<file path="src/hw/rtl/rgb888_pixel_format_converter_macros.svh">
// ----------------------------------------------------------------------------
// RGB888 pixel format converter assertion macros
// Shared concurrent check forms used by the converter RTL.
// ----------------------------------------------------------------------------
`ifndef RGB888_PIXEL_FORMAT_CONVERTER_MACROS_SVH
`define RGB888_PIXEL_FORMAT_CONVERTER_MACROS_SVH

// Same-cycle implication, disabled while reset is asserted.
`define RPFC_ASSERT_IMPLY(label, clk, rst_n, ante, cons) \
    label: assert property (@(posedge clk) disable iff (!rst_n) (ante) |-> (cons)) \
        else $error("rpfc: same-cycle check failed");

// Next-cycle implication, disabled while reset is asserted.
`define RPFC_ASSERT_NEXT(label, clk, rst_n, ante, cons) \
    label: assert property (@(posedge clk) disable iff (!rst_n) (ante) |=> (cons)) \
        else $error("rpfc: next-cycle check failed");

`endif

</file>
<file path="src/hw/rtl/rpfc_pkg.sv">
// ----------------------------------------------------------------------------
// RGB888 pixel format converter package
// Widths, codes, coefficients, stage structs and the RGB565 helper function.
// ----------------------------------------------------------------------------
`timescale 1ns / 1ps
`default_nettype none

package rpfc_pkg;

    // Frame geometry limits.
    localparam int MAX_WIDTH  = 2048;
    localparam int MAX_HEIGHT = 4096;
    localparam int LINE_DEPTH = MAX_WIDTH / 2;
    localparam int LINE_AW    = $clog2(LINE_DEPTH);

    // Field and register widths.
    localparam int COMP_W   = 8;
    localparam int SUM_W    = COMP_W + 1;
    localparam int LINE_W   = 3 * SUM_W;
    localparam int COL_W    = 11;
    localparam int ROW_W    = 12;
    localparam int FMT_W    = 3;
    localparam int WIDTH_W  = 12;
    localparam int HEIGHT_W = 13;
    localparam int DATA_W   = 32;
    localparam int CDATA_W  = 16;
    localparam int APB_AW   = 4;
    localparam int APB_DW   = 32;

    // Output queue.
    localparam int FIFO_DEPTH = 8;
    localparam int FIFO_AW    = $clog2(FIFO_DEPTH);

    // Divide by 1000: numerators stay below 2^18, so a 19-bit reciprocal
    // with a 28-bit shift gives the exact quotient.
    localparam int NUM_W       = 18;
    localparam int RECIP_W     = 19;
    localparam int PROD_W      = NUM_W + RECIP_W;
    localparam int RECIP_SHIFT = 28;
    localparam logic [RECIP_W-1:0] RECIP_1000 = 19'd268436;

    // BT.601 coefficients, scaled by 1000, with the half-up rounding term folded in.
    localparam int LUMA_BIAS   = 16000 + 500;
    localparam int CHROMA_BIAS = 128000 + 500;
    localparam int Y_R  = 257;
    localparam int Y_G  = 504;
    localparam int Y_B  = 98;
    localparam int CB_R = 148;
    localparam int CB_G = 291;
    localparam int CB_B = 439;
    localparam int CR_R = 439;
    localparam int CR_G = 368;
    localparam int CR_B = 71;

    // Output formats; codes 5 to 7 behave as XRGB32.
    typedef enum logic [FMT_W-1:0] {
        FMT_XRGB32 = 3'd0,
        FMT_XBGR32 = 3'd1,
        FMT_RGB565 = 3'd2,
        FMT_NV12   = 3'd3,
        FMT_NV21   = 3'd4
    } fmt_t;

    // Configuration register indexes.
    typedef enum logic [1:0] {
        REG_FORMAT = 2'd0,
        REG_WIDTH  = 2'd1,
        REG_HEIGHT = 2'd2
    } reg_idx_t;

    // Pixel as it leaves the front stage.
    typedef struct packed {
        logic               valid;
        logic [FMT_W-1:0]   fmt;
        logic [COMP_W-1:0]  red;
        logic [COMP_W-1:0]  green;
        logic [COMP_W-1:0]  blue;
        logic [SUM_W-1:0]   sum_red;
        logic [SUM_W-1:0]   sum_green;
        logic [SUM_W-1:0]   sum_blue;
        logic [COL_W-1:0]   col;
        logic [ROW_W-1:0]   row;
        logic               chroma;
    } front_t;

    // Line store access for one pixel.
    typedef struct packed {
        logic               wr_en;
        logic               rd_en;
        logic [LINE_AW-1:0] addr;
        logic [LINE_W-1:0]  wdata;
    } line_req_t;

    // One queued pixel with its optional chroma pair.
    typedef struct packed {
        logic [DATA_W-1:0]  data;
        logic [CDATA_W-1:0] cdata;
        logic [COL_W-1:0]   col;
        logic [ROW_W-1:0]   row;
        logic               chroma;
    } result_t;

    // Output queue status.
    typedef struct packed {
        logic [FIFO_AW:0] occupancy;
        logic             empty;
    } fifo_stat_t;

    // RGB565 with round-up on the next lower bit and saturation.
    function automatic logic [15:0] to565(
        input logic [COMP_W-1:0] r,
        input logic [COMP_W-1:0] g,
        input logic [COMP_W-1:0] b
    );
        logic [5:0] r5;
        logic [6:0] g6;
        logic [5:0] b5;
        r5 = {1'b0, r[7:3]} + {5'b0, r[2]};
        g6 = {1'b0, g[7:2]} + {6'b0, g[1]};
        b5 = {1'b0, b[7:3]} + {5'b0, b[2]};
        if (r5[5])
        begin
            r5 = 6'd31;
        end
        if (g6[6])
        begin
            g6 = 7'd63;
        end
        if (b5[5])
        begin
            b5 = 6'd31;
        end
        return {r5[4:0], g6[5:0], b5[4:0]};
    endfunction

endpackage

`default_nettype wire

</file>
<file path="src/hw/rtl/rpfc_front.sv">
// ----------------------------------------------------------------------------
// RGB888 pixel format converter front stage
// Column and row counters, held pixel, pair sums and line store access.
// ----------------------------------------------------------------------------
`timescale 1ns / 1ps
`default_nettype none

module rpfc_front
    import rpfc_pkg::*;
(
    input  wire logic                clk,
    input  wire logic                rst_n,
    input  wire logic                accept,
    input  wire logic [COMP_W-1:0]   red,
    input  wire logic [COMP_W-1:0]   green,
    input  wire logic [COMP_W-1:0]   blue,
    input  wire logic [FMT_W-1:0]    fmt,
    input  wire logic [WIDTH_W-1:0]  frame_width,
    input  wire logic [HEIGHT_W-1:0] frame_height,
    output line_req_t                line_req,
    output front_t                   s1
);

    logic [COL_W-1:0]    col_reg, col_next;
    logic [ROW_W-1:0]    row_reg, row_next;
    logic [3*COMP_W-1:0] held_reg, held_next;
    front_t              s1_reg, s1_next;

    logic [WIDTH_W-1:0]  width_c;
    logic [HEIGHT_W-1:0] height_c;
    logic [WIDTH_W-1:0]  col_inc;
    logic [HEIGHT_W-1:0] row_inc;
    logic [SUM_W-1:0]    sum_r, sum_g, sum_b;
    logic                is_nv;

    // Frame size clamped to the supported range.
    always_comb
    begin
        if (frame_width < WIDTH_W'(2))
        begin
            width_c = WIDTH_W'(2);
        end
        else if ({1'b0, frame_width} > (WIDTH_W + 1)'(MAX_WIDTH))
        begin
            width_c = WIDTH_W'(MAX_WIDTH);
        end
        else
        begin
            width_c = frame_width;
        end

        if (frame_height < HEIGHT_W'(2))
        begin
            height_c = HEIGHT_W'(2);
        end
        else if ({1'b0, frame_height} > (HEIGHT_W + 1)'(MAX_HEIGHT))
        begin
            height_c = HEIGHT_W'(MAX_HEIGHT);
        end
        else
        begin
            height_c = frame_height;
        end
    end

    // Raster counters, held pixel and horizontal pair sums.
    always_comb
    begin
        col_inc = {1'b0, col_reg} + WIDTH_W'(1);
        row_inc = {1'b0, row_reg} + HEIGHT_W'(1);
        sum_r   = {1'b0, held_reg[23:16]} + {1'b0, red};
        sum_g   = {1'b0, held_reg[15:8]}  + {1'b0, green};
        sum_b   = {1'b0, held_reg[7:0]}   + {1'b0, blue};
        is_nv   = (fmt == FMT_NV12) || (fmt == FMT_NV21);

        col_next  = col_reg;
        row_next  = row_reg;
        held_next = held_reg;
        if (accept)
        begin
            if (col_inc >= width_c)
            begin
                col_next = '0;
                row_next = (row_inc >= height_c) ? '0 : row_inc[ROW_W-1:0];
            end
            else
            begin
                col_next = col_inc[COL_W-1:0];
            end
            if (!col_reg[0])
            begin
                held_next = {red, green, blue};
            end
        end

        line_req.addr  = col_reg[LINE_AW:1];
        line_req.wdata = {sum_r, sum_g, sum_b};
        line_req.wr_en = accept && col_reg[0] && !row_reg[0];
        line_req.rd_en = accept && col_reg[0] && row_reg[0];

        s1_next.valid     = accept;
        s1_next.fmt       = fmt;
        s1_next.red       = red;
        s1_next.green     = green;
        s1_next.blue      = blue;
        s1_next.sum_red   = sum_r;
        s1_next.sum_green = sum_g;
        s1_next.sum_blue  = sum_b;
        s1_next.col       = col_reg;
        s1_next.row       = row_reg;
        s1_next.chroma    = col_reg[0] && row_reg[0] && is_nv;
    end

    // State registers.
    always_ff @(posedge clk or negedge rst_n)
    begin
        if (!rst_n)
        begin
            col_reg  <= '0;
            row_reg  <= '0;
            held_reg <= '0;
            s1_reg   <= '0;
        end
        else
        begin
            col_reg  <= col_next;
            row_reg  <= row_next;
            held_reg <= held_next;
            s1_reg   <= s1_next;
        end
    end

    assign s1 = s1_reg;

endmodule

`default_nettype wire

</file>
<file path="config.mk">
export PLATFORM = sky130hd
export DESIGN_NAME = rpfc_front
export DESIGN_NICKNAME = d
export VERILOG_FILES = /design/src/hw/rtl/rgb888_pixel_format_converter_macros.svh /design/src/hw/rtl/rpfc_pkg.sv /design/src/hw/rtl/rpfc_front.sv
export SDC_FILE = /design/constraint.sdc
export NUM_CORES = 1
export LEC_CHECK = 0
export ABC_AREA = 1
export BUFFER_PORTS_ARGS = -buffer_cell sky130_fd_sc_hd__buf_2
export CORE_MARGIN = 2
export CORE_UTILIZATION = 53
export DETAILED_ROUTE_END_ITERATION = 8
export PLACE_DENSITY = 0.81
export SYNTH_ARGS = -nofsm -noshare
export SYNTH_HDL_FRONTEND = slang
export SYNTH_SLANG_ARGS = --single-unit
</file>
<file path="constraint.sdc">
create_clock -name clk -period 2.8 [get_ports clk]
set_input_delay 0.56 -clock clk [delete_from_list [all_inputs] [get_ports clk]]
set_output_delay 0.56 -clock clk [all_outputs]
set_load 0.02 [all_outputs]
</file>
# --- Word-level counts from Yosys, hierarchy flattened ---
# Index checks and enable logic that the tools add are counted.
word_totals:
  rom_bits: 0
  latchBits: 0
  register_bits: 126
  input_bits: 55
  out_inout_bits: 118
  ramBits: 0
  elab_cells: 43
  n_memories: 0
op_classes:
  addsub: 5
  n_eq_ne: 2
  multipliers: 0
  div_mod_pow: 0
  reduce_logical: 9
  muxes: 6
  n_bitwise: 1
  magnitude_cmp: 6
  shifts: 0
ops:
  columns: ["op", "n"]
  rows:
  - ["two-way mux 12 bit", 3]
  - ["adder 8 x 8 -> 9 bit", 3]
  - ["two-way mux 13 bit", 2]
  - ["adder 12 x 1 -> 13 bit, second input constant", 1]
  - ["greater-or-equal comparator 13 bit", 1]
  - ["> comparator 13 bit, second input constant", 1]
  - ["< comparator 13 x 2 -> 1 bit, second input constant", 1]
  - ["adder 11 x 1 -> 12 bit, second input constant", 1]
  - ["greater-or-equal comparator 12 bit", 1]
  - ["> comparator 12 bit, second input constant", 1]
  - ["< comparator 12 x 2 -> 1 bit, second input constant", 1]
  - ["two-way mux 11 bit", 1]
  - ["logical AND 1 bit", 5]
  - ["AND reduction 2 bit", 2]
  - ["equality test 3 x 2 -> 1 bit, second input constant", 1]
  - ["equality test 3 bit, second input constant", 1]
  - ["logical NOT 1 bit", 1]
  - ["logical OR 1 bit", 1]
  - ["NOT 1 bit", 1]

# --- Logic depth before layout (Yosys ltp) ---
logic_depth:
  depth_word: 5
  mapped_depth: 19
  mapped_depth_nobuf: 18

# --- Worst setup path before layout ---
# Ideal clock, no wire load.
synth_path:
  path_type: "input port to output port"
  from: "input green[0]"
  to: "output line_req[15] in the netlist's numbering"
  stages: 8
  slack_ps: 335
  t_required_ps: 2240
  arrival_time_ps: 1905
  path_cell_list: "ha_1 > inv_1 > fa_1 > o21ai_0 > nand2_1 > nand2_1 > xor2_1 > buf_4"
synth_rtl:
  columns: ["element", "line_no", "text"]
  rows:
  - ["start, declared", "rpfc_front.sv:15", "input wire logic [COMP_W-1:0] green,"]
  - ["end, declared", "rpfc_front.sv:20", "output line_req_t line_req,"]

==> impl_metrics.ini <==
[outcome]
status = finished clean

[cells_and_area]
nNetsFinal = 925
final_common_cell = nand2_1
filler_cell_count = 928
syn_to_final_growth_pct = 22.8
final_layout_size_suffix_gt1_frac = 0.301
largest_reg_flops = 79
final_cell_mix = 170 x nand2_1, 168 x buf_2, 123 x dfrtp_1
diodes = 0

[route]
drt-total-wl_um = 12600
avgRoutedWirePerCell_um = 13.0
drc = 0
drtIter0Drc = 266
ant_nets = 0
drtPass1Iterations = 4
num_vias = 4754
vias_per_cell = 4.88

[placed_design]
place.gp.congestion = 0.863
dp_hpwl_um = 9660
io_buffers = 172

[clock_tree]
cts_tree = built
clkTransAtPathRegs_ns = 0.05
clock_sinks = 126
cts_buffers = 17
cts-root-buf = clkbuf_16
h-tree-depth = 4
cts_buffer_depth = 2
clock_latency_ns = 0.41

[power]
vdd_drop_max_v = 0.000367
powerDensity_mw_per_mm2 = 964
power_uw = 7540
p_leak_uw = 0.00428

[setup_path]
start_kind = flip-flop
cp-startpoint = held_reg[0]
r2r_cells = 16
crit_fanout = 3
reg2reg_slack_ns = 0.21
worstPathArrival_ns = 2.14
path_class = flip-flop to primary output
endpoint_kind = primary output
cp.required_ns = 2.24
r2r_start = col_reg[0]

[yosys]
netlist_top_cells_area = dfrtp_1 49%, ha_1 10%, nand2_1 10%, buf_4 4.5%, inv_1 3.8%
syn-cell-area_sq_mm = 0.00637
ys_seq_area_frac = 0.495
ys_ff_latch = 126
synthCells = 658
synth_nets = 767
synth_top_area_frac = 0.495
yosys_warnings = 0
synth_top_cell_by_area = dfrtp_1
synth_area_per_cell_sq_um = 9.69
netlist-cell-type-count = 36

[run]
max_cap_viol_count = 0

[global_routing]
antenna_found_initial = 0
grt_pass1_wl_um = 20800
grt_pass1_vias = 4544
overflow = 0
track_usage = 0.206
grt_max_degree = 79

[floorplan]
core_region_area_sq_mm = 0.0119
die_height_um = 114
die_w_um = 114
dieArea_sq_mm = 0.0129
initial_core_util = 0.537
boundaryPins = 173
std_cell_rows = 40

[hold_path]
holdCritPathClass = primary input to asynchronous set/reset pin

[sta]
post-route-period-util = 0.963
max_slew.worst_pin.slew_ns = 0.649
hold_ws_ns = 0.112
period_needed_ns = 2.70
maxSlewViolCount = 0
slew_headroom = 0.566
fmax_mhz = 371
hold_viol_final = 0
finClkSkew_ns = 0.00881
setup_viol = 0
==> Yosys cell counts <==
cell type  number
nand2_1       170
dfrtp_1       126
inv_1          64
ha_1           51
buf_4          38
nor2_1         33
a21oi_1        28
nand3_1        21
xor2_1         21
mux2_1         14
nand4_1        12
o21ai_0         8
xnor2_1         8
mux2_2          7
nor3_1          6
nand2_2         5
nor4_1          5
inv_2           4
nor2_4          4
buf_2           3
fa_1            3
nor2_2          3
o211ai_1        3
or2_1           3
a211oi_1        2
a21oi_4         2
buf_6           2
nand2_4         2
o21ai_1         2
o22ai_1         2
a21o_1          1
clkbuf_1        1
clkbuf_8        1
clkinv_1        1
o21a_1          1
or2_2           1
==> final cells by class <==
class / count / area [sq um] / area share
sequential: 126 / 3160 / 0.403
timing repair buffer: 184 / 1000 / 0.128
multi-input combinational: 418 / 2670 / 0.341
clock inverter: 6 / 60.1 / 0.00767
clock buffer: 24 / 492 / 0.0628
tap: 147 / 184 / 0.0235
inverter: 69 / 259 / 0.0331
==> cell families (layout without fill, tap and decap cells) <==
logic type	Yosys count	in the layout	share of synthesized area
AO/OA/AOI/OAI	49	49	0.0451
XOR/XNOR	29	29	0.0398
adder cells (fa/ha/maj)	54	54	0.110
buffers and inverters	114	283	0.0940
flip-flops	126	126	0.495
multiplexers	21	21	0.0371
AND/OR/NAND/NOR	265	265	0.180
==> worst max-delay path, stage by stage (launching register included) <==
cell and delay, ns:
dfrtp_1 0.35, ha_2 0.19, inv_1 0.05, fa_1 0.39
o21ai_1 0.14, buf_4 0.13, nand2_1 0.04, nand2_1 0.09
xor2_2 0.20, buf_6 0.15
==> worst paths after layout <==
kind / end
max in group asynchronous: col_reg[6]
worst max register to register: col_reg[6]
min in group clk: s1[65]
worst min-delay path: s1[41]
worst max-delay path: line_req[6]
worst min register to register: s1[23]
==> timing repair <==
item,CTS,global route
pin swaps,0,4
endpoints found under the hold margin,0,0
endpoints found under the setup margin,1,23
buffers inserted,0,2
hold buffers,0,0
gates resized for setup,1,18
==> stage by stage <==
stage	setup slack (ns)	util	TNS, ns	instance area (sq um)	std cells
6_report	0.105	0.660	0	7830	974
4_1_cts	0.00477	0.652	0	7740	972
3_3_place_gp	0.127	0.605	0	7180	942
3_5_place_dp	0.106	0.605	0	7180	942
2_1_floorplan	0.335	-	0	6370	658
5_1_grt	-0.00647	0.660	-0.00647	7830	974
==> power by group <==
part / switching [uW] / internal [uW] / leakage, uW / total, uW
clock: 711 / 1300 / 0.000268 / 2010
sequential: 228 / 2280 / 0.00156 / 2510
combinational: 1930 / 1090 / 0.00245 / 3020
==> metal layers <==
metal	global-route usage	routed length, um
met5	0	0
met4	0.0748	177
met2	0.352	6190
met1	0.248	5560
met3	0.0606	706
(Power assumes the default switching activity.)
