$ cat src/hw/rtl/rgb888_pixel_format_converter_macros.svh
// ----------------------------------------------------------------------------
// RGB888 pixel format converter assertion macros
// Shared concurrent check forms used by the converter RTL.
// ----------------------------------------------------------------------------
`ifndef RGB888_PIXEL_FORMAT_CONVERTER_MACROS_SVH
`define RGB888_PIXEL_FORMAT_CONVERTER_MACROS_SVH

// Same-cycle implication, disabled while reset is asserted.
`define RPFC_ASSERT_IMPLY(label, clk, rst_n, ante, cons) \
    label: assert property (@(posedge clk) disable iff (!rst_n) (ante) |-> (cons)) \
        else $error("rpfc: same-cycle check failed");

// Next-cycle implication, disabled while reset is asserted.
`define RPFC_ASSERT_NEXT(label, clk, rst_n, ante, cons) \
    label: assert property (@(posedge clk) disable iff (!rst_n) (ante) |=> (cons)) \
        else $error("rpfc: next-cycle check failed");

`endif

$ cat src/hw/rtl/rpfc_pkg.sv
// ----------------------------------------------------------------------------
// RGB888 pixel format converter package
// Widths, codes, coefficients, stage structs and the RGB565 helper function.
// ----------------------------------------------------------------------------
`timescale 1ns / 1ps
`default_nettype none

package rpfc_pkg;

    // Frame geometry limits.
    localparam int MAX_WIDTH  = 2048;
    localparam int MAX_HEIGHT = 4096;
    localparam int LINE_DEPTH = MAX_WIDTH / 2;
    localparam int LINE_AW    = $clog2(LINE_DEPTH);

    // Field and register widths.
    localparam int COMP_W   = 8;
    localparam int SUM_W    = COMP_W + 1;
    localparam int LINE_W   = 3 * SUM_W;
    localparam int COL_W    = 11;
    localparam int ROW_W    = 12;
    localparam int FMT_W    = 3;
    localparam int WIDTH_W  = 12;
    localparam int HEIGHT_W = 13;
    localparam int DATA_W   = 32;
    localparam int CDATA_W  = 16;
    localparam int APB_AW   = 4;
    localparam int APB_DW   = 32;

    // Output queue.
    localparam int FIFO_DEPTH = 8;
    localparam int FIFO_AW    = $clog2(FIFO_DEPTH);

    // Divide by 1000: numerators stay below 2^18, so a 19-bit reciprocal
    // with a 28-bit shift gives the exact quotient.
    localparam int NUM_W       = 18;
    localparam int RECIP_W     = 19;
    localparam int PROD_W      = NUM_W + RECIP_W;
    localparam int RECIP_SHIFT = 28;
    localparam logic [RECIP_W-1:0] RECIP_1000 = 19'd268436;

    // BT.601 coefficients, scaled by 1000, with the half-up rounding term folded in.
    localparam int LUMA_BIAS   = 16000 + 500;
    localparam int CHROMA_BIAS = 128000 + 500;
    localparam int Y_R  = 257;
    localparam int Y_G  = 504;
    localparam int Y_B  = 98;
    localparam int CB_R = 148;
    localparam int CB_G = 291;
    localparam int CB_B = 439;
    localparam int CR_R = 439;
    localparam int CR_G = 368;
    localparam int CR_B = 71;

    // Output formats; codes 5 to 7 behave as XRGB32.
    typedef enum logic [FMT_W-1:0] {
        FMT_XRGB32 = 3'd0,
        FMT_XBGR32 = 3'd1,
        FMT_RGB565 = 3'd2,
        FMT_NV12   = 3'd3,
        FMT_NV21   = 3'd4
    } fmt_t;

    // Configuration register indexes.
    typedef enum logic [1:0] {
        REG_FORMAT = 2'd0,
        REG_WIDTH  = 2'd1,
        REG_HEIGHT = 2'd2
    } reg_idx_t;

    // Pixel as it leaves the front stage.
    typedef struct packed {
        logic               valid;
        logic [FMT_W-1:0]   fmt;
        logic [COMP_W-1:0]  red;
        logic [COMP_W-1:0]  green;
        logic [COMP_W-1:0]  blue;
        logic [SUM_W-1:0]   sum_red;
        logic [SUM_W-1:0]   sum_green;
        logic [SUM_W-1:0]   sum_blue;
        logic [COL_W-1:0]   col;
        logic [ROW_W-1:0]   row;
        logic               chroma;
    } front_t;

    // Line store access for one pixel.
    typedef struct packed {
        logic               wr_en;
        logic               rd_en;
        logic [LINE_AW-1:0] addr;
        logic [LINE_W-1:0]  wdata;
    } line_req_t;

    // One queued pixel with its optional chroma pair.
    typedef struct packed {
        logic [DATA_W-1:0]  data;
        logic [CDATA_W-1:0] cdata;
        logic [COL_W-1:0]   col;
        logic [ROW_W-1:0]   row;
        logic               chroma;
    } result_t;

    // Output queue status.
    typedef struct packed {
        logic [FIFO_AW:0] occupancy;
        logic             empty;
    } fifo_stat_t;

    // RGB565 with round-up on the next lower bit and saturation.
    function automatic logic [15:0] to565(
        input logic [COMP_W-1:0] r,
        input logic [COMP_W-1:0] g,
        input logic [COMP_W-1:0] b
    );
        logic [5:0] r5;
        logic [6:0] g6;
        logic [5:0] b5;
        r5 = {1'b0, r[7:3]} + {5'b0, r[2]};
        g6 = {1'b0, g[7:2]} + {6'b0, g[1]};
        b5 = {1'b0, b[7:3]} + {5'b0, b[2]};
        if (r5[5])
        begin
            r5 = 6'd31;
        end
        if (g6[6])
        begin
            g6 = 7'd63;
        end
        if (b5[5])
        begin
            b5 = 6'd31;
        end
        return {r5[4:0], g6[5:0], b5[4:0]};
    endfunction

endpackage

`default_nettype wire

$ cat src/hw/rtl/rpfc_out_fifo.sv
// ----------------------------------------------------------------------------
// RGB888 pixel format converter output queue
// Holds finished pixels and splits each into one or two result transfers.
// ----------------------------------------------------------------------------
`timescale 1ns / 1ps
`default_nettype none

module rpfc_out_fifo
    import rpfc_pkg::*;
(
    input  wire logic          clk,
    input  wire logic          rst_n,
    input  wire logic          in_accept,
    input  wire logic          wr_valid,
    input  wire result_t       wr_result,
    input  wire logic          out_ready,
    output logic               in_ready,
    output logic               out_valid,
    output logic               out_plane,
    output logic [DATA_W-1:0]  out_data,
    output logic [COL_W-1:0]   out_column,
    output logic [ROW_W-1:0]   out_row,
    output logic               out_last,
    output fifo_stat_t         stat
);

    result_t          entry_reg [FIFO_DEPTH];
    logic [FIFO_AW:0] wr_ptr_reg, wr_ptr_next;
    logic [FIFO_AW:0] rd_ptr_reg, rd_ptr_next;
    logic [FIFO_AW:0] occ_reg, occ_next;
    logic             phase_reg, phase_next;

    result_t          head;
    logic             empty;
    logic             xfer;
    logic             pop;

    // Head entry and the transfer that retires it.
    always_comb
    begin
        head  = entry_reg[rd_ptr_reg[FIFO_AW-1:0]];
        empty = (wr_ptr_reg == rd_ptr_reg);
        xfer  = !empty && out_ready;
        pop   = xfer && (phase_reg || !head.chroma);
    end

    // Occupancy counts every pixel accepted and not yet fully sent, so
    // pixels in the arithmetic pipeline always have a queue slot waiting.
    always_comb
    begin
        wr_ptr_next = wr_ptr_reg + (FIFO_AW + 1)'(wr_valid);
        rd_ptr_next = rd_ptr_reg + (FIFO_AW + 1)'(pop);
        occ_next    = occ_reg + (FIFO_AW + 1)'(in_accept) - (FIFO_AW + 1)'(pop);
        phase_next  = phase_reg;
        if (xfer)
        begin
            phase_next = !pop;
        end
    end

    always_ff @(posedge clk or negedge rst_n)
    begin
        if (!rst_n)
        begin
            wr_ptr_reg <= '0;
            rd_ptr_reg <= '0;
            occ_reg    <= '0;
            phase_reg  <= 1'b0;
        end
        else
        begin
            wr_ptr_reg <= wr_ptr_next;
            rd_ptr_reg <= rd_ptr_next;
            occ_reg    <= occ_next;
            phase_reg  <= phase_next;
        end
    end

    // Queue storage.
    always_ff @(posedge clk)
    begin
        if (wr_valid)
        begin
            entry_reg[wr_ptr_reg[FIFO_AW-1:0]] <= wr_result;
        end
    end

    // The first transfer carries the pixel word, the second the chroma pair.
    always_comb
    begin
        in_ready   = (occ_reg != (FIFO_AW + 1)'(FIFO_DEPTH));
        out_valid  = !empty;
        out_plane  = phase_reg;
        out_last   = phase_reg || !head.chroma;
        if (phase_reg)
        begin
            out_data   = {16'h0000, head.cdata};
            out_column = head.col - COL_W'(1);
            out_row    = head.row - ROW_W'(1);
        end
        else
        begin
            out_data   = head.data;
            out_column = head.col;
            out_row    = head.row;
        end
        stat.occupancy = occ_reg;
        stat.empty     = empty;
    end

endmodule

`default_nettype wire
$ cat config.mk
export PLATFORM = sky130hd
export DESIGN_NAME = rpfc_out_fifo
export DESIGN_NICKNAME = d
export VERILOG_FILES = /design/src/hw/rtl/rgb888_pixel_format_converter_macros.svh /design/src/hw/rtl/rpfc_pkg.sv /design/src/hw/rtl/rpfc_out_fifo.sv
export SDC_FILE = /design/constraint.sdc
export NUM_CORES = 1
export LEC_CHECK = 0
export BUFFER_PORTS_ARGS = -buffer_cell sky130_fd_sc_hd__buf_2
export CORE_MARGIN = 5
export CORE_UTILIZATION = 40
export CTS_CLUSTER_SIZE = 24
export DETAILED_ROUTE_END_ITERATION = 7
export SYNTH_ARGS = -nofsm -noshare
export SYNTH_HDL_FRONTEND = slang
export SYNTH_SLANG_ARGS = --single-unit
$ cat constraint.sdc
create_clock -name clk -period 6.4 [get_ports clk]
set_input_delay 1.28 -clock clk [delete_from_list [all_inputs] [get_ports clk]]
set_output_delay 1.28 -clock clk [all_outputs]
set_load 0.02 [all_outputs]
# == Yosys cells after proc, flatten, opt, wreduce, memory -nomap -nowiden ==
# Memories as Yosys holds them, arrays and structs flattened.
# Index checks and enable logic that the tools add are counted.
# totals
regBits,13
ram_bits,576
in_bits,77
output_inout_bits,64
word_cells,24
mem_count,1
# op_classes
addsub,6
n_eq_ne,2
muxes,5
reduce_logical,6
# mem_list
memory,words,word_bits,read_ports,rd_ports_with_merged_regs,write_ports,line_no,text
entry_reg,8,72,1,0,1,rpfc_out_fifo.sv:27,result_t entry_reg [FIFO_DEPTH];
# ops
operator,count
32-bit two-way mux,1
4-bit by 1-bit adder with 4-bit output,3
12-bit two-way mux,1
"12-bit by 1-bit subtractor with 12-bit output, second input constant",1
11-bit two-way mux,1
"11-bit by 1-bit subtractor with 11-bit output, second input constant",1
4-bit equality test,1
"4-bit inequality test, second input constant",1
4-bit by 1-bit subtractor with 4-bit output,1
1-bit logical NOT,3
1-bit logical AND,2
1-bit two-way mux,2
1-bit logical OR,1

# == Depth between registers and ports, before layout ==
# depth
ltp_word,5
ltp_mapped,15
depth_no_buf,10

# == Least setup slack after synthesis ==
# No wires, ideal clock.
# synth_timing
path_kind,in2reg
startpoint,input port wr_valid
endpoint,memory entry_reg[0][0] (netlist bit) (enable)
setup_ns,0.591
t_arrival_ns,6.261
t_required_ns,5.809
path_slack_ns,-0.451
stages,2
path_buffers,0
path_cell_list,nand2b_1 > nor3_1
# synth_between
elab_chain_cells,2
# synth_rtl
item,line_no,text
"start, declared",rpfc_out_fifo.sv:14,"input wire logic wr_valid,"
1-bit two-way mux,rpfc_out_fifo.sv:82,if (wr_valid)
1-bit two-way mux (implied by the code),rpfc_out_fifo.sv:84,entry_reg[wr_ptr_reg[FIFO_AW-1:0]] <= wr_result;
"end, declared",rpfc_out_fifo.sv:27,
# No other way between the ends.

# == Worst setup path after layout ==
# layout_timing
startpoint,register rd_ptr_reg[2]
endpoint,output port out_column[4]
# layout_between
elab_chain_cells,3
# layout_rtl
item,line_no,text
"start, declared",rpfc_out_fifo.sv:29,"logic [FIFO_AW:0] rd_ptr_reg, rd_ptr_next;"
"start signal, assigned",rpfc_out_fifo.sv:73,rd_ptr_reg <= rd_ptr_next;
memory read 8 x 72 bit (*),--,
11-bit by 1-bit subtractor with 11-bit output,rpfc_out_fifo.sv:98,out_column = head.col - COL_W'(1);
11-bit two-way mux (*),rpfc_out_fifo.sv:95,if (phase_reg)
"end, declared",rpfc_out_fifo.sv:21,"output logic [COL_W-1:0] out_column,"
# Mark *: on every way between the ends. The rest lies on a longest branch, timed or not.

==> impl_metrics.yaml <==
outcome:
  status: "finished, final reports clean"
grt:
  antenna_found_initial: 13
  grt_pass1_wl_um: 71800
  track_usage_pct: 15.0
  first_global_vias: 11200
  globalRouteOverflowTotal: 0
  grt_max_degree: 78
sta:
  finalCritPeriodShare_pct: 78.8
  hold_violations: 0
  setup_tns_ns: 0
  rsz0062_at_grt: "false"
  drv_slew: 0
  worst_slew_pin_slew_ns: 1.27
  setup_viol: 0
  fmax_ghz: 0.198
  skew_ns: 0.0160
  maxSlewHeadroom_pct: 15.2
  setup_ws_ns: 1.36
  post-route-min-period_ns: 5.04
  hold-worst-slack_ns: 0.496
floorplanning:
  start_util_pct: 40.3
  ioPinCount: 141
  die-width_um: 251
  core_area_mm2: 0.0575
  die_h_um: 251
  rows: 88
  dieArea_mm2: 0.0628
clock_network:
  cts_buffers: 58
  ctsResizeCount: 0
  ctsHoldBuffers: 0
  cts_setup_buffers: 0
  ctsLongestPathBuffers: 3
  clkSlewWorstSetupHoldPaths_ns: 0.06
  clkLatencyLatePin_ns: 0.61
  tritoncts: "built"
  cts.sinks: 589
  cts-root-buf: "clkbuf_16"
  htree_levels: 2
logic_synthesis:
  synth.avg_cell_area_um2: 21.5
  synth-async-reset-ratio_pct: 2.21
  seq_area_frac_synth_pct: 76.2
  ys.flop_type: "edfxtp_1"
  yosys.area.top_type_share_pct: 74.7
  ys_top_cells_by_area: "edfxtp_1 (75%), mux4_2 (9.5%), mux2i_1 (3.8%), dfrtp_1 (1.4%), mux4_1 (1.4%)"
  synthTopCellsByCount: "edfxtp_1 (576), mux4_2 (98), mux2i_1 (89)"
  yosysMostFrequentCell: "edfxtp_1"
  synth_seq_cells: 589
  syn-num-nets: 1165
  synth_enable_flop_cells: 576
  yosysWarnings: 0
  syn_area_mm2: 0.0231
  netlist_instances: 1076
  synth_top_area_cell: "edfxtp_1"
  yosysUniqueCellTypes: 46
power:
  clockPowerShare_pct: 26.6
  power_density_mw_per_mm2: 480
  cell_internal_pwr_mw: 8.62
  peakVddDrop_mv: 0.261
  p_comb_share_pct: 32.7
  switchingPower_mw: 4.20
  p_seq_share_pct: 40.6
  power.total_mw: 12.8
  p_leak_nw: 8.89
  p_sw_share_pct: 32.8
layout:
  area_growth_pct: 15.4
  fin_area_mm2: 0.0267
  fin_util_pct: 46.5
  drive_gt1_share_pct: 29.9
  finalNonFillerCells: 2052
  largest_reg_flops: 576
  final_nets: 1327
worst_setup_path:
  max_stage_delay_ns: 1.02
  critPathArrivalTime_ns: 3.76
  cp_num_buf_inv: 3
  setup.worst_path.end_class: "output port"
  cp-start-kind: "register"
  reg2reg_depth: 12
  critical-path-top-delay-family: "flip-flops"
  slowest_stage: "dfrtp_4"
  cp_max_fo: 51
  rrSetupSlack_ns: 2.57
  cp_cell_sequence: "buf_4, mux4_2, mux2i_4, ha_1, nand2_1, inv_1, nand3_1, xor2_1, buf_2"
  rr_endpoint: "occ_reg[2]$_DFF_PN0_"
  crit_required_ns: 5.12
  reg2reg_from: "rd_ptr_reg[1]$_DFF_PN0_"
  worstSetupPathType: "register to output port"
drt:
  ant_nets: 0
  vias_per_cell: 5.21
  num_vias: 10700
  drt-initial-drc-count: 668
  drc: 0
  routedWlPerCell_um: 23.0
  totalWireLength_um: 47300
  drt_pass1_iterations: 5
placed_design:
  place_congestion: 0.724
  placed_cells: 1943
  pre_cts_ws_ns: 1.91
  port_buffers: 140
  dpl_cell_area_mm2: 0.0248
  detailed_place_hpwl_um: 26200
min_path:
  hold_class: "register to register"
  min_from: "wr_ptr_reg[3]$_DFF_PN0_"
  min_path_cells: 1
  holdPathEnd: "wr_ptr_reg[3]$_DFF_PN0_"
job:
  cap_violations: 0
placed cells by master, fill, tap and decap left out, types with 3 or more instances in the layout:
cell type and instances:
a221oi_1 32, a22oi_1 16, buf_12 6, buf_2 140, buf_4 11, bufinv_16 9, clkbuf_1 10, clkbuf_16 59
clkinv_1 11, clkinv_2 11, dfrtp_1 9, dfrtp_4 3, diode_2 5, edfxtp_1 576, ha_1 11, inv_1 10
mux2_2 11, mux2i_1 89, mux2i_2 3, mux2i_4 6, mux4_1 12, mux4_2 98, nand2_1 25, nand2b_1 5
nand3_1 6, nand3b_1 3, nand4_1 4, nor2_1 23, nor2_4 6, o21ai_0 17, xnor2_1 23, xor2_1 8
power groups by stage:
stage | sequential [mW] | combinational [mW] | clock (mW)
2_1_floorplan | 5.09 | 3.22 | 0
3_3_place_gp | 5.29 | 4.27 | 0
3_5_place_dp | 5.31 | 4.30 | 0
4_1_cts | 5.23 | 4.31 | 3.51
5_1_grt | 5.28 | 4.55 | 3.67
6_report | 5.21 | 4.19 | 3.42
final cells by class:
class | instances | area (um2)
tap | 765 | 957
fill | 4830 | 30800
sequential | 589 | 17600
inverter | 11 | 41.3
antenna | 5 | 12.5
clock buffer | 69 | 1510
multi-input combinational | 421 | 5220
timing repair buffer | 157 | 903
clock inverter | 35 | 415
how the worst max path moves through the flow:
stage | startpoint | to | cells after the start
2_1_floorplan | wr_valid | entry_reg[4][0]$_DFFE_PP_ | 2
3_3_place_gp | rd_ptr_reg[2]$_DFF_PN0_ | out_column[4] | 9
3_5_place_dp | rd_ptr_reg[2]$_DFF_PN0_ | out_column[10] | 7
4_1_cts | rd_ptr_reg[2]$_DFF_PN0_ | out_column[10] | 7
5_1_grt | rd_ptr_reg[1]$_DFF_PN0_ | out_row[10] | 8
6_report | rd_ptr_reg[2]$_DFF_PN0_ | out_column[4] | 9
per-layer routing:
metal	track usage (%)	up-vias	share of wire, %
li1	-	4813	-
met1	20.3	5583	43
met2	25.0	227	50
met3	3.19	62	5.1
met4	4.07	10	1.9
met5	0	-	0.11
cells by family after synthesis:
| family | after synthesis | synth area share, % |
|---|---|---|
| muxes | 219 | 16.0 |
| xor gates and xnor gates | 31 | 1.17 |
| adders and majority gates | 12 | 0.681 |
| DFF | 589 | 76.2 |
| AOI/OAI and AO/OA | 69 | 2.22 |
| and+or+nand+nor | 90 | 2.15 |
| buffers and inverters | 66 | 1.58 |
Power figures use the tool's default switching activity.
