**src/hw/rtl/rgb888_pixel_format_converter_macros.svh**
```systemverilog
// ----------------------------------------------------------------------------
// RGB888 pixel format converter assertion macros
// Shared concurrent check forms used by the converter RTL.
// ----------------------------------------------------------------------------
`ifndef RGB888_PIXEL_FORMAT_CONVERTER_MACROS_SVH
`define RGB888_PIXEL_FORMAT_CONVERTER_MACROS_SVH

// Same-cycle implication, disabled while reset is asserted.
`define RPFC_ASSERT_IMPLY(label, clk, rst_n, ante, cons) \
    label: assert property (@(posedge clk) disable iff (!rst_n) (ante) |-> (cons)) \
        else $error("rpfc: same-cycle check failed");

// Next-cycle implication, disabled while reset is asserted.
`define RPFC_ASSERT_NEXT(label, clk, rst_n, ante, cons) \
    label: assert property (@(posedge clk) disable iff (!rst_n) (ante) |=> (cons)) \
        else $error("rpfc: next-cycle check failed");

`endif

```
**src/hw/rtl/rpfc_pkg.sv**
```systemverilog
// ----------------------------------------------------------------------------
// RGB888 pixel format converter package
// Widths, codes, coefficients, stage structs and the RGB565 helper function.
// ----------------------------------------------------------------------------
`timescale 1ns / 1ps
`default_nettype none

package rpfc_pkg;

    // Frame geometry limits.
    localparam int MAX_WIDTH  = 2048;
    localparam int MAX_HEIGHT = 4096;
    localparam int LINE_DEPTH = MAX_WIDTH / 2;
    localparam int LINE_AW    = $clog2(LINE_DEPTH);

    // Field and register widths.
    localparam int COMP_W   = 8;
    localparam int SUM_W    = COMP_W + 1;
    localparam int LINE_W   = 3 * SUM_W;
    localparam int COL_W    = 11;
    localparam int ROW_W    = 12;
    localparam int FMT_W    = 3;
    localparam int WIDTH_W  = 12;
    localparam int HEIGHT_W = 13;
    localparam int DATA_W   = 32;
    localparam int CDATA_W  = 16;
    localparam int APB_AW   = 4;
    localparam int APB_DW   = 32;

    // Output queue.
    localparam int FIFO_DEPTH = 8;
    localparam int FIFO_AW    = $clog2(FIFO_DEPTH);

    // Divide by 1000: numerators stay below 2^18, so a 19-bit reciprocal
    // with a 28-bit shift gives the exact quotient.
    localparam int NUM_W       = 18;
    localparam int RECIP_W     = 19;
    localparam int PROD_W      = NUM_W + RECIP_W;
    localparam int RECIP_SHIFT = 28;
    localparam logic [RECIP_W-1:0] RECIP_1000 = 19'd268436;

    // BT.601 coefficients, scaled by 1000, with the half-up rounding term folded in.
    localparam int LUMA_BIAS   = 16000 + 500;
    localparam int CHROMA_BIAS = 128000 + 500;
    localparam int Y_R  = 257;
    localparam int Y_G  = 504;
    localparam int Y_B  = 98;
    localparam int CB_R = 148;
    localparam int CB_G = 291;
    localparam int CB_B = 439;
    localparam int CR_R = 439;
    localparam int CR_G = 368;
    localparam int CR_B = 71;

    // Output formats; codes 5 to 7 behave as XRGB32.
    typedef enum logic [FMT_W-1:0] {
        FMT_XRGB32 = 3'd0,
        FMT_XBGR32 = 3'd1,
        FMT_RGB565 = 3'd2,
        FMT_NV12   = 3'd3,
        FMT_NV21   = 3'd4
    } fmt_t;

    // Configuration register indexes.
    typedef enum logic [1:0] {
        REG_FORMAT = 2'd0,
        REG_WIDTH  = 2'd1,
        REG_HEIGHT = 2'd2
    } reg_idx_t;

    // Pixel as it leaves the front stage.
    typedef struct packed {
        logic               valid;
        logic [FMT_W-1:0]   fmt;
        logic [COMP_W-1:0]  red;
        logic [COMP_W-1:0]  green;
        logic [COMP_W-1:0]  blue;
        logic [SUM_W-1:0]   sum_red;
        logic [SUM_W-1:0]   sum_green;
        logic [SUM_W-1:0]   sum_blue;
        logic [COL_W-1:0]   col;
        logic [ROW_W-1:0]   row;
        logic               chroma;
    } front_t;

    // Line store access for one pixel.
    typedef struct packed {
        logic               wr_en;
        logic               rd_en;
        logic [LINE_AW-1:0] addr;
        logic [LINE_W-1:0]  wdata;
    } line_req_t;

    // One queued pixel with its optional chroma pair.
    typedef struct packed {
        logic [DATA_W-1:0]  data;
        logic [CDATA_W-1:0] cdata;
        logic [COL_W-1:0]   col;
        logic [ROW_W-1:0]   row;
        logic               chroma;
    } result_t;

    // Output queue status.
    typedef struct packed {
        logic [FIFO_AW:0] occupancy;
        logic             empty;
    } fifo_stat_t;

    // RGB565 with round-up on the next lower bit and saturation.
    function automatic logic [15:0] to565(
        input logic [COMP_W-1:0] r,
        input logic [COMP_W-1:0] g,
        input logic [COMP_W-1:0] b
    );
        logic [5:0] r5;
        logic [6:0] g6;
        logic [5:0] b5;
        r5 = {1'b0, r[7:3]} + {5'b0, r[2]};
        g6 = {1'b0, g[7:2]} + {6'b0, g[1]};
        b5 = {1'b0, b[7:3]} + {5'b0, b[2]};
        if (r5[5])
        begin
            r5 = 6'd31;
        end
        if (g6[6])
        begin
            g6 = 7'd63;
        end
        if (b5[5])
        begin
            b5 = 6'd31;
        end
        return {r5[4:0], g6[5:0], b5[4:0]};
    endfunction

endpackage

`default_nettype wire

```
**src/hw/rtl/rpfc_math.sv**
```systemverilog
// ----------------------------------------------------------------------------
// RGB888 pixel format converter arithmetic pipeline
// Packing, 2x2 averaging, BT.601 sums and reciprocal divide by 1000.
// ----------------------------------------------------------------------------
`timescale 1ns / 1ps
`default_nettype none

module rpfc_math
    import rpfc_pkg::*;
(
    input  wire logic              clk,
    input  wire logic              rst_n,
    input  wire front_t            s1,
    input  wire logic [LINE_W-1:0] rd_data,
    output logic                   wr_valid,
    output result_t                wr_result
);

    typedef struct packed {
        logic              valid;
        logic [FMT_W-1:0]  fmt;
        logic [DATA_W-1:0] packed_data;
        logic [NUM_W-1:0]  luma_num;
        logic [NUM_W-1:0]  cb_num;
        logic [NUM_W-1:0]  cr_num;
        logic [COL_W-1:0]  col;
        logic [ROW_W-1:0]  row;
        logic              chroma;
    } num_stage_t;

    typedef struct packed {
        logic              valid;
        logic [FMT_W-1:0]  fmt;
        logic [DATA_W-1:0] packed_data;
        logic [PROD_W-1:0] luma_prod;
        logic [PROD_W-1:0] cb_prod;
        logic [PROD_W-1:0] cr_prod;
        logic [COL_W-1:0]  col;
        logic [ROW_W-1:0]  row;
        logic              chroma;
    } prod_stage_t;

    num_stage_t  s2_reg, s2_next;
    prod_stage_t s3_reg, s3_next;

    logic [SUM_W+1:0]  quad_r, quad_g, quad_b;
    logic [COMP_W-1:0] avg_r, avg_g, avg_b;
    logic [COMP_W-1:0] luma_q, cb_q, cr_q;

    // Stage 2: 2x2 average, weighted sums and the packed RGB formats.
    always_comb
    begin
        quad_r = {2'b0, s1.sum_red}   + {2'b0, rd_data[3*SUM_W-1:2*SUM_W]} + (SUM_W + 2)'(2);
        quad_g = {2'b0, s1.sum_green} + {2'b0, rd_data[2*SUM_W-1:SUM_W]}   + (SUM_W + 2)'(2);
        quad_b = {2'b0, s1.sum_blue}  + {2'b0, rd_data[SUM_W-1:0]}         + (SUM_W + 2)'(2);
        // Four components plus two stay below 1024, so the average fits a byte.
        avg_r  = quad_r[COMP_W+1:2];
        avg_g  = quad_g[COMP_W+1:2];
        avg_b  = quad_b[COMP_W+1:2];

        s2_next.valid  = s1.valid;
        s2_next.fmt    = s1.fmt;
        s2_next.col    = s1.col;
        s2_next.row    = s1.row;
        s2_next.chroma = s1.chroma;

        // All three numerators stay positive and below 2^18.
        s2_next.luma_num = NUM_W'(LUMA_BIAS)
                         + NUM_W'(Y_R) * NUM_W'(s1.red)
                         + NUM_W'(Y_G) * NUM_W'(s1.green)
                         + NUM_W'(Y_B) * NUM_W'(s1.blue);
        s2_next.cb_num   = NUM_W'(CHROMA_BIAS)
                         + NUM_W'(CB_B) * NUM_W'(avg_b)
                         - NUM_W'(CB_R) * NUM_W'(avg_r)
                         - NUM_W'(CB_G) * NUM_W'(avg_g);
        s2_next.cr_num   = NUM_W'(CHROMA_BIAS)
                         + NUM_W'(CR_R) * NUM_W'(avg_r)
                         - NUM_W'(CR_G) * NUM_W'(avg_g)
                         - NUM_W'(CR_B) * NUM_W'(avg_b);

        case (s1.fmt)
            FMT_XBGR32:
            begin
                s2_next.packed_data = {8'h00, s1.blue, s1.green, s1.red};
            end
            FMT_RGB565:
            begin
                s2_next.packed_data = {16'h0000, to565(s1.red, s1.green, s1.blue)};
            end
            default:
            begin
                s2_next.packed_data = {8'h00, s1.red, s1.green, s1.blue};
            end
        endcase
    end

    // Stage 3: multiply by the reciprocal of 1000.
    always_comb
    begin
        s3_next.valid       = s2_reg.valid;
        s3_next.fmt         = s2_reg.fmt;
        s3_next.packed_data = s2_reg.packed_data;
        s3_next.col         = s2_reg.col;
        s3_next.row         = s2_reg.row;
        s3_next.chroma      = s2_reg.chroma;
        s3_next.luma_prod   = s2_reg.luma_num * RECIP_1000;
        s3_next.cb_prod     = s2_reg.cb_num * RECIP_1000;
        s3_next.cr_prod     = s2_reg.cr_num * RECIP_1000;
    end

    // Quotients and final packing into the output queue entry.
    always_comb
    begin
        luma_q = s3_reg.luma_prod[RECIP_SHIFT +: COMP_W];
        cb_q   = s3_reg.cb_prod[RECIP_SHIFT +: COMP_W];
        cr_q   = s3_reg.cr_prod[RECIP_SHIFT +: COMP_W];

        wr_valid         = s3_reg.valid;
        wr_result.col    = s3_reg.col;
        wr_result.row    = s3_reg.row;
        wr_result.chroma = s3_reg.chroma;
        case (s3_reg.fmt)
            FMT_NV12:
            begin
                wr_result.data  = {24'h000000, luma_q};
                wr_result.cdata = {cr_q, cb_q};
            end
            FMT_NV21:
            begin
                wr_result.data  = {24'h000000, luma_q};
                wr_result.cdata = {cb_q, cr_q};
            end
            default:
            begin
                wr_result.data  = s3_reg.packed_data;
                wr_result.cdata = {cr_q, cb_q};
            end
        endcase
    end

    // Pipeline registers.
    always_ff @(posedge clk or negedge rst_n)
    begin
        if (!rst_n)
        begin
            s2_reg <= '0;
            s3_reg <= '0;
        end
        else
        begin
            s2_reg <= s2_next;
            s3_reg <= s3_next;
        end
    end

endmodule

`default_nettype wire

```
**config.mk**
```make
export PLATFORM = sky130hd
export DESIGN_NAME = rpfc_math
export DESIGN_NICKNAME = d
export VERILOG_FILES = /design/src/hw/rtl/rgb888_pixel_format_converter_macros.svh /design/src/hw/rtl/rpfc_pkg.sv /design/src/hw/rtl/rpfc_math.sv
export SDC_FILE = /design/constraint.sdc
export NUM_CORES = 2
export LEC_CHECK = 0
export ABC_AREA = 1
export BUFFER_PORTS_ARGS = -buffer_cell sky130_fd_sc_hd__buf_4
export CAP_MARGIN = 40
export CORE_MARGIN = 4
export CORE_UTILIZATION = 49
export CTS_BUF_LIST = sky130_fd_sc_hd__clkbuf_8
export CTS_CLUSTER_SIZE = 8
export DETAILED_ROUTE_END_ITERATION = 8
export PLACE_DENSITY_LB_ADDON = 0.3
export SETUP_SLACK_MARGIN = 0.4
export SLEW_MARGIN = 20
export SYNTH_ARGS = -nofsm -noshare
export SYNTH_HDL_FRONTEND = slang
export SYNTH_SLANG_ARGS = --single-unit
```
**constraint.sdc**
```tcl
create_clock -name clk -period 5.38 [get_ports clk]
set_input_delay 1.076 -clock clk [delete_from_list [all_inputs] [get_ports clk]]
set_output_delay 1.076 -clock clk [all_outputs]
set_load 0.01 [all_outputs]
```
Word level (Yosys, flattened, before mapping)
Index checks and enable logic that the tools add are counted.
{"block": "classes", "addsub": 18, "multipliers": 12, "eq_ne": 4, "mux": 5}
{"cell": "$mul A18 B17 Y34 const B", "count": 3}
{"cell": "$pmux W48 S2", "count": 1}
{"cell": "$mul A9 B8 Y17 const A", "count": 4}
{"cell": "$pmux W24 S2", "count": 1}
{"cell": "$mul A6 B8 Y14 const A", "count": 3}
{"cell": "$add A17 B17 Y18 const A", "count": 2}
{"cell": "$sub A18 B17 Y18", "count": 2}
{"cell": "$add A10 B2 Y10 const B", "count": 3}
{"cell": "$add A9 B9 Y10", "count": 3}
{"cell": "$add A15 B17 Y18 const A", "count": 1}
{"cell": "$add A18 B15 Y18", "count": 1}
{"cell": "$add A18 B17 Y18", "count": 1}
{"cell": "$sub A18 B15 Y18", "count": 1}
{"cell": "$sub A18 B16 Y18", "count": 1}
{"cell": "$mul A7 B8 Y15 const A", "count": 1}
{"cell": "$mul A5 B8 Y13 const A", "count": 1}
{"cell": "$add A5 B1 Y6", "count": 2}
{"cell": "$mux W5", "count": 2}
{"cell": "$add A6 B1 Y7", "count": 1}
{"cell": "$eq A3 B2 Y1 const B", "count": 2}
{"cell": "$mux W6", "count": 1}
{"cell": "$eq A3 B1 Y1 const B", "count": 1}
{"cell": "$eq A3 B3 Y1 const B", "count": 1}
{"block": "totals", "regBits": 276, "input_bits": 108, "output_inout_bits": 73, "elab_cells": 57}

Longest topological paths before layout
{"block": "logic_depth", "depth_word": 6, "mapped_depth": 41, "depth_no_buf": 41}

Worst setup path before layout
Ideal clock, no wire load.
{"block": "synth_path", "path_type": "input -> register", "start": "input port s1[36] (netlist bit)", "end": "register s2_reg[41] (netlist bit)", "setup_time_ns": 0.117, "t_arrival_ns": 8.600, "required_time_ns": 5.263, "setup_slack_ns": -3.337, "path_stages": 35, "path_cell_list": "ha_1 > ha_1 > nand3_1 > nand2_1 > nand2_1 > a21oi_1 > xor2_1 > inv_1 > ha_1 > inv_1 > fa_1 > inv_1 > fa_1 > ha_1 > nand2_1 > o21ai_0 > a21oi_1 > xor2_1 > fa_1 > inv_1 > fa_1 > fa_1 > inv_1 > fa_1 > inv_1 > fa_1 > fa_1 > inv_1 > ha_1 > a21oi_1 > o21ai_0 > a21oi_1 > nand2_1 > nand2_1 > nand2_1"}
{"item": "from (decl)", "line": "rpfc_math.sv:13", "rtl": "input wire front_t s1,"}
{"item": "to (signal assigned)", "line": "rpfc_math.sv:151", "rtl": "s2_reg <= s2_next;"}
{"item": "to (decl)", "line": "rpfc_math.sv:43", "rtl": "num_stage_t s2_reg, s2_next;"}

==> impl_metrics.py <==
metrics = {
    "sta": {
        "setup_viol": 33,
        "fin_crit_ns": 7.97,
        "finalSetupTns_ns": -51.89,
        "fin_crit_sh": 1.48,
        "max_slew.worst_pin.slew_ns": 0.777,
        "rsz0062_at_grt": "true",
        "slew_headroom": 0.481,
        "drv_slew": 0,
        "setup_ws_ns": -2.59,
        "final_hold_viol_count": 0,
        "fin_skew_ns": 0.0237,
        "clock.fmax_ghz": 0.125,
    },
    "clock_tree": {
        "cts_buffers": 17,
        "hold_buffers": 0,
        "clockBufferDepth": 2,
        "clock_sinks": 182,
        "path_clk_slew_ns": 0.13,
        "cts_root_buffer": "clkbuf_8",
        "clk_latency_ns": 0.54,
        "htreeDepth": 4,
        "cts_tree": "built",
    },
    "yosys": {
        "synth_edf_count": 0,
        "ys_warn_count": 0,
        "async_flop_share": 1.00,
        "ys_ff_latch": 182,
        "ys_seq_area_frac": 0.140,
        "synth.distinct_cells": 54,
        "synthFlopType": "dfrtp_1",
        "avgSynthCellArea_sq_um": 8.59,
        "synthesis.area_sq_um": 32500,
        "synth_cells": 3782,
    },
    "global_routing": {
        "grt_pass1_wl_um": 129000,
        "antenna_found_initial": 1,
        "grt_pass1_vias": 26500,
        "grt_max_degree": 94,
        "grt_overflow": 0,
        "grt_usage": 0.222,
    },
    "route": {
        "drtPass1Iterations": 9,
        "num_vias": 25600,
        "first_iter_violations": 1099,
        "wirelength_um": 77300,
        "drcViolationCount": 1,
        "viasPerCell": 4.93,
        "antenna_left": 0,
        "wl_per_cell_um": 14.9,
    },
    "worst_setup_path": {
        "crit_fanout": 5,
        "critPathKind": "in2reg",
        "cp.arrival_ns": 8.44,
        "max_stage_delay_ns": 0.55,
        "cp-start-kind": "input port",
        "end_kind": "flop",
        "crit_top_cell": "inv_2",
        "required_ns": 5.85,
        "critPathSlowestCell": "fa_1",
    },
    "floorplan": {
        "pin_count": 181,
        "core_area_sq_um": 65700,
        "initial_core_util": 0.494,
        "die_w_um": 265,
        "rows": 94,
        "die_h_um": 265,
        "dieArea_sq_um": 70500,
    },
    "placed_design": {
        "numPortBuffers": 172,
        "dp.cells": 5108,
        "dp_hpwl_um": 65100,
        "globalplace.congestion": 0.935,
    },
    "outcome": {
        "status": "finished with violations",
        "violations": "design-rule violations, negative setup slack",
    },
    "final_layout": {
        "final_nets": 5559,
        "drive_gt1_frac": 0.231,
        "area_growth_pct": 26.1,
        "largest_reg_flops": 106,
        "fin_cells": 5196,
    },
    "min_path": {
        "hold_path.class": "reg2reg",
    },
    "job": {
        "drv_cap": 0,
    },
}
[path summary, 6_finish.rpt]
kind | start | end | slack, ns | depth (start not counted)
worst min-delay path | s2_reg[112] | s3_reg[169] | 0.34 | 0
worst max-delay path | s1[36] | s2_reg[37] | -2.59 | 35
worst min register to register | s2_reg[112] | s3_reg[169] | 0.34 | 0
worst max register to register | s2_reg[30] | cr_q[1] | 0.75 | 18
max in group asynchronous | rst_n | s2_reg[58] | 3.95 | 3
min in group asynchronous | rst_n | s2_reg[16] | 0.38 | 1
[area by class of cell]
type	instances	area (sq um)
Antenna cell	1	2.50
Tap cell	864	1080
Multi-Input combinational cell	2566	26600
Inverter	1002	3800
Fill cell	5483	24800
Sequential cell	182	4550
Clock inverter	15	214
Clock buffer	17	234
Timing Repair Buffer	549	4480
[Yosys cell counts, types with 18 or more instances]
master    count  area, sq um
xor2_1       74          648
nor3_1       22          110
o21bai_1     18          135
inv_1      1001         3760
dfrtp_1     182         4550
o21ai_0      72          360
nand2_1     603         2260
a21oi_1     155          776
xnor2_1      28          245
fa_1        365         7310
nor2_1      185          694
nand3_1     133          666
nand4_1      22          138
buf_4        33          248
ha_1        768         9610
[stage by stage]
step	instance area [sq um]	utilization	setup WS (ns)	hold WS, ns
after floorplan	33900	-	-2.88	0.331
after global placement	38400	0.584	-3.14	0.331
after detailed placement	38400	0.584	-3.25	0.335
after CTS	40000	0.608	-2.43	0.298
after global routing	41000	0.623	-2.80	0.341
final	41000	0.623	-2.59	0.343
[what timing repair did]
item | 4_1_cts | 5_1_grt
pin swaps | 116 | 97
gates resized for setup | 183 | 163
endpoints found under the hold margin | 0 | 0
setup buffers | 21 | 34
setup endpoints to repair | 38 | 40
[worst max-delay path: cells and delay by family]
family / cells / cell delay [ns]
AO/OA/AOI/OAI: 5 / 0.62
adder cells (fa/ha/maj): 13 / 5.33
XOR/XNOR: 3 / 0.52
AND/OR/NAND/NOR: 6 / 0.47
buffers and inverters: 8 / 0.40
[placed cells by master (no fill, tap or decap), types with 59 or more instances in the layout]
master	n
a21oi_1	106
buf_4	467
buf_6	74
dfrtp_1	182
fa_1	346
ha_1	654
ha_4	109
inv_1	934
nand2_1	552
nand3_1	121
nor2_1	157
xor2_1	59
[logic make-up (layout without fill, tap and decap cells)]
logic type / after synthesis / after routing / synth area share
DFF: 182 / 182 / 0.140
xor gates and xnor gates: 102 / 102 / 0.0275
adders and majority gates: 1133 / 1133 / 0.521
muxes: 8 / 8 / 0.00312
other: 1 / 9 / 0.000115
AOI/OAI and AO/OA: 310 / 310 / 0.0548
and+or+nand+nor: 1005 / 1005 / 0.129
buffers and inverters: 1041 / 1583 / 0.125
[per-layer routing]
layer | GRT usage | wire, um | up-vias | share of wire
li1 | - | - | 12800 | -
met1 | 0.306 | 35300 | 12300 | 0.46
met2 | 0.383 | 37700 | 467 | 0.49
met3 | 0.0229 | 2860 | 93 | 0.037
met4 | 0.0455 | 1420 | 0 | 0.018
met5 | 0 | 0 | - | 0
Power is left out: the tool's default activity adds up to more than one toggle a clock period on the data nets, which glitch-free logic cannot reach.
